File: config.mk
export PLATFORM = sky130hd
export DESIGN_NAME = ecpc_divider
export DESIGN_NICKNAME = d
export VERILOG_FILES = /design/src/rtl/ecpc_pkg.sv /design/src/rtl/ecpc_divider.sv
export SDC_FILE = /design/constraint.sdc
export NUM_CORES = 1
export LEC_CHECK = 0
export ABC_AREA = 0
export BUFFER_PORTS_ARGS = -buffer_cell sky130_fd_sc_hd__buf_2
export CAP_MARGIN = 10
export CELL_PAD_IN_SITES_DETAIL_PLACEMENT = 0
export CELL_PAD_IN_SITES_GLOBAL_PLACEMENT = 1
export CORE_MARGIN = 2
export CORE_UTILIZATION = 36
export CTS_BUF_LIST = sky130_fd_sc_hd__clkbuf_16
export CTS_CLUSTER_SIZE = 16
export DETAILED_ROUTE_END_ITERATION = 12
export GPL_TIMING_DRIVEN = 1
export PLACE_DENSITY_LB_ADDON = 0.1
export SYNTH_ARGS = -nofsm -noshare
export SYNTH_HDL_FRONTEND = slang
export SYNTH_SLANG_ARGS = --single-unit
File: constraint.sdc
create_clock -name clock -period 2.3 [get_ports clock]
set_input_delay 0.69 -clock clock [delete_from_list [all_inputs] [get_ports clock]]
set_output_delay 0.69 -clock clock [all_outputs]
set_load 0.02 [all_outputs]
File: src/rtl/ecpc_pkg.sv
// package for the escape count palette colorizer
// types, widths, codes and constants shared by the rtl and the checker
// no dependencies
package ecpc_pkg;

   // default sizes for the top level parameters
   localparam int PALETTE_DEPTH_DEF    = 256;
   localparam int MAX_OVERSAMPLING_DEF = 8;

   // fixed field widths
   localparam int COUNT_W  = 30;
   localparam int OFFSET_W = 32;
   localparam int SPEED_W  = 24;
   localparam int SIZE_W   = 9;
   localparam int OS_W     = 4;
   localparam int CHAN_W   = 8;
   localparam int COLOR_W  = 3 * CHAN_W;
   localparam int CSR_IDX_W  = 3;
   localparam int CSR_DATA_W = 32;

   // position arithmetic: s = count.16 + offset, p = s * speed
   localparam int FRAC_W  = 16;
   localparam int S_W     = COUNT_W + FRAC_W + 1;
   localparam int MUL_W   = 24;
   localparam int PROD_W  = 2 * MUL_W;
   localparam int UPPER_W = S_W;
   localparam int IPART_W = S_W + SPEED_W - 32;
   localparam int STEP_W  = $clog2(IPART_W + 1);
   localparam int BLEND_W = CHAN_W + FRAC_W + 1;

   localparam logic [FRAC_W:0] FRAC_ONE = (FRAC_W + 1)'(1 << FRAC_W);

   // register reset values
   localparam logic [SPEED_W-1:0] SPEED_RESET = SPEED_W'(1 << FRAC_W);

   // opcodes
   localparam logic OP_SAMPLE    = 1'b0;
   localparam logic OP_PAL_WRITE = 1'b1;

   // channel select
   localparam logic [1:0] CH_RED   = 2'd0;
   localparam logic [1:0] CH_GREEN = 2'd1;
   localparam logic [1:0] CH_BLUE  = 2'd2;

   // fixed colors
   localparam logic [COLOR_W-1:0] COLOR_RED   = 24'hFF0000;
   localparam logic [COLOR_W-1:0] COLOR_BLUE  = 24'h0000FF;
   localparam logic [COLOR_W-1:0] COLOR_GREEN = 24'h00FF00;
   localparam logic [COLOR_W-1:0] COLOR_BLACK = 24'h000000;

   typedef enum logic [CSR_IDX_W-1:0] {
      CSR_HIGHLIGHT    = 3'd0,
      CSR_OVERSAMPLING = 3'd1,
      CSR_PAL_SIZE     = 3'd2,
      CSR_OFFSET       = 3'd3,
      CSR_SPEED        = 3'd4
   } ecpc_csr_type;

   typedef enum logic [3:0] {
      ST_IDLE,
      ST_MUL_LO,
      ST_MUL_HI,
      ST_SUM,
      ST_MOD_WAIT,
      ST_RD1,
      ST_RD2,
      ST_BL_A,
      ST_BL_B,
      ST_BL_C,
      ST_ACCUM,
      ST_AVG_GO,
      ST_AVG_WAIT,
      ST_OUT
   } ecpc_state_type;

   // divider launch control
   typedef struct packed {
      logic              start;
      logic [STEP_W-1:0] steps;
   } ecpc_div_ctl_type;

endpackage

File: src/rtl/ecpc_divider.sv
// restoring divider, one quotient bit per cycle, dividend left aligned
// depends on ecpc_pkg
module ecpc_divider
   import ecpc_pkg::*;
#(
   parameter int DIV_W = 9
) (
   input  logic                 clock,
   input  logic                 reset,
   input  ecpc_div_ctl_type     ctl,
   input  logic [IPART_W-1:0]   dividend,
   input  logic [DIV_W-1:0]     divisor,
   output logic                 done,
   output logic [IPART_W-1:0]   quotient,
   output logic [DIV_W-1:0]     remainder
);

   logic                busy_ff, busy_in;
   logic                done_ff, done_in;
   logic [STEP_W-1:0]   cnt_ff, cnt_in;
   logic [IPART_W-1:0]  dvd_ff, dvd_in;
   logic [DIV_W-1:0]    rem_ff, rem_in;
   logic [DIV_W-1:0]    dvs_ff, dvs_in;
   logic [DIV_W:0]      trial;
   logic [DIV_W:0]      diff;
   logic                ge;

   assign trial = {rem_ff, dvd_ff[IPART_W-1]};
   assign diff  = trial - {1'b0, dvs_ff};
   assign ge    = trial >= {1'b0, dvs_ff};

   always_comb begin
      busy_in = busy_ff;
      done_in = 1'b0;
      cnt_in  = cnt_ff;
      dvd_in  = dvd_ff;
      rem_in  = rem_ff;
      dvs_in  = dvs_ff;
      if (ctl.start) begin
         busy_in = 1'b1;
         cnt_in  = ctl.steps;
         dvd_in  = dividend;
         rem_in  = '0;
         dvs_in  = divisor;
      end else if (busy_ff) begin
         rem_in = ge ? diff[DIV_W-1:0] : trial[DIV_W-1:0];
         dvd_in = {dvd_ff[IPART_W-2:0], ge};
         cnt_in = cnt_ff - STEP_W'(1);
         if (cnt_ff == STEP_W'(1)) begin
            busy_in = 1'b0;
            done_in = 1'b1;
         end
      end
   end

   always_ff @(posedge clock) begin
      if (reset) begin
         busy_ff <= 1'b0;
         done_ff <= 1'b0;
         cnt_ff  <= '0;
      end else begin
         busy_ff <= busy_in;
         done_ff <= done_in;
         cnt_ff  <= cnt_in;
      end
   end

   always_ff @(posedge clock) begin
      dvd_ff <= dvd_in;
      rem_ff <= rem_in;
      dvs_ff <= dvs_in;
   end

   assign done      = done_ff;
   assign quotient  = dvd_ff;
   assign remainder = rem_ff;

endmodule

==> impl_results.md <==
- Status: completed
- Synth Cell Area: 3210 µm²
- Die Y: 98.4 µm
- Post-DP HPWL: 5210 µm
- DRC: 0
- Final worst path period share: 0.983
- Nets: 435
- Clock-pin slew on the worst setup and hold paths: 0.06 ns
- Largest net degree at the start of global routing: 30
- Minimum hold slack: 0.513 ns
- Number of CTS-inserted buffers: 9
- Via count: 2382
- PwrDens: 855 nW/µm²
- 1st-iter DRT viols: 49
- CP endpoint kind: flip-flop
- Vias/cell: 4.97
- Clock Power Share: 0.394
- H-tree Lvls: 3
- I/O Buffers: 105
- Fin. max-slew vios: 0
- Area of the multi-input gates: 1390 µm²
- # IOs: 106
- Synth Net Count: 319
- Final hold vios: 0
- Sw frac: 0.272
- Max Buffers Root-to-Sink: 2
- Seq/Total Area, Yosys: 0.556
- Asr flop ratio synth: 0
- Register Area: 1780 µm²
- Synth warn: 0
- Area grow syn2layout: 34.9%
- Core Area: 8680 µm²
- Seq pwr share: 0.397
- Antenna Cells: 0
- RSZ-0062 raised after global routing: yes
- Combinational Power Share: 0.209
- Final global-route overflow total: 0
- Max VDD drop: 0.400 mV
- Launching element type of the critical path: flip-flop
- Root buffer cell: clkbuf_16
- Starting Density: 0.370
- Cells after Synth: 250
- Drt pass-1 iters: 5
- Most common cell in the synthesized netlist: edfxtp_1
- Internal power: 2.69 mW
- Post-synth EDFFs: 48
- DR WL/cell: 15.1 µm
- DRT antenna net count: 0
- Final Skew: 0.00493 ns
- Highest clock rate: 442 MHz
- Crit Path Max Fanout: 5
- Final min period: 2.26 ns
- WL final: 7250 µm
- Most area-hungry cell type in the Yosys netlist: edfxtp_1
- Worst slew pin tran: 0.489 ns
- Area contributors post-synth: edfxtp_1, mux2_2, dfxtp_1
- Syn Area/Cell: 12.8 µm²
- CTS tree: yes
- Vias in the first global route: 2423
- Yosys top cell area share: 0.449
- Proportion of layout cells with a drive suffix above 1: 0.504
- Setup Crit Path Kind: flip-flop to flip-flop
- Placer Congestion: 0.711
- #FFs+latches synth: 65
- Clk_lat worst skew: 0.32 ns
- Die W: 98.4 µm
- HP Class: flip-flop to flip-flop
- Cell variety after synth: 42
- Headroom to the max-slew limit: 0.669
- Commonest cells post-synth: edfxtp_1, mux2_2, nor2_1
- First-pass GRT wire length: 11700 µm
- Clk sinks: 65
- Ys flop type: edfxtp_1
- Tot GR Track Use: 0.151
- FP Rows: 34
- Fill cells: 863
- Setup violations, final: 0
- Critical Path RT: 2.37 ns
- Post-Route Setup TNS: 0 ns
- Static leakage: 1.85 nW
- Initial antenna violation count: 0
- Max Cap Viol: 0
- Crit path DAT: 2.33 ns
- P_sw: 1.01 mW
- Die area: 9680 µm²
[cells by family (layout without fill, tap and decap cells)]
kind of cell | after synthesis | in the layout | synth area share
simple gates | 51 | 51 | 0.0847
flops | 65 | 65 | 0.556
xor+xnor | 8 | 8 | 0.0219
buf+inv | 27 | 147 | 0.0324
mux | 46 | 46 | 0.159
fa+ha+maj | 12 | 12 | 0.0492
compound gates | 41 | 42 | 0.0971
[final timing paths]
kind / startpoint / end / slack (ns) / depth (start not counted)
hold reg to reg: remainder[6] / remainder[7] / 0.51 / 2
hold / removal: remainder[6] / remainder[7] / 0.51 / 2
setup reg to reg: quotient[38] / quotient[0] / 0.04 / 8
setup / recovery: quotient[38] / quotient[0] / 0.04 / 8
[stage by stage]
stage / setup WS [ns] / cells / cell area, µm² / power (mW) / util
finish: 0.0382 / 479 / 4330 / 3.70 / 0.498
global route: -0.0447 / 479 / 4330 / 3.88 / 0.498
CTS: 0.0101 / 477 / 4270 / 3.71 / 0.492
detailed placement: -0.00939 / 461 / 3940 / 2.23 / 0.454
global placement: 0.0217 / 461 / 3940 / 2.22 / 0.454
floorplan: -0.00110 / 250 / 3210 / 1.98 / -
[registers in the layout (all words and copies together) (netlist names)]
register	count
quotient	39
dvs_ff	9
done	1
remainder	9
cnt_ff	6
busy_ff	1
[layer usage]
layer / vias to the layer above / global-route usage / share of wire
li1: 1174 / - / -
met1: 1140 / 0.189 / 0.45
met2: 63 / 0.238 / 0.47
met3: 5 / 0.0616 / 0.075
met4: 0 / 0.0527 / 0.0072
met5: - / 0 / 0
[layout make-up]
class                   count  share of cell area
flip-flops and latches     65               0.412
clock buffers               9              0.0521
clock inverters             7              0.0217
inverters                  15              0.0130
repair buffers            116               0.149
multi-input cells         159               0.321
well taps                 108              0.0312
[critical path, stage by stage (launching register included)]
cell	delay (ns)
edfxtp_1	0.39
inv_2	0.10
ha_4	0.13
inv_2	0.03
fa_2	0.38
a211oi_4	0.29
o21a_2	0.26
o211ai_4	0.14
mux2_4	0.29
[what timing repair did]
| item | CTS | global route |
|---|---|---|
| cloned | 0 | 1 |
| hold buffers | 0 | 0 |
| setup buffers | 0 | 1 |
| setup endpoints to repair | 2 | 10 |
| pin swaps | 0 | 9 |
| gates resized for setup | 1 | 8 |
[power by group through the flow]
stage          Clock [mW]  Combinational, mW  Sequential (mW)
2_1_floorplan           0              0.381             1.59
3_3_place_gp            0              0.734             1.49
4_1_cts              1.49              0.750             1.47
6_report             1.46              0.772             1.47
3_5_place_dp            0              0.740             1.49
5_1_grt              1.55              0.843             1.49
[layout by cell type, fill, tap and decap left out, types with 4 or more instances in the layout]
master and count:
buf_2 105, edfxtp_1 48, mux2_2 39, nor2_1 22
dfxtp_1 17, inv_1 13, a21oi_1 11, nand2_1 10
ha_1 10, clkbuf_16 9, buf_4 8, a211oi_1 7
xor2_1 6, mux2i_1 6, o211ai_1 4
(Power assumes the default switching activity.)
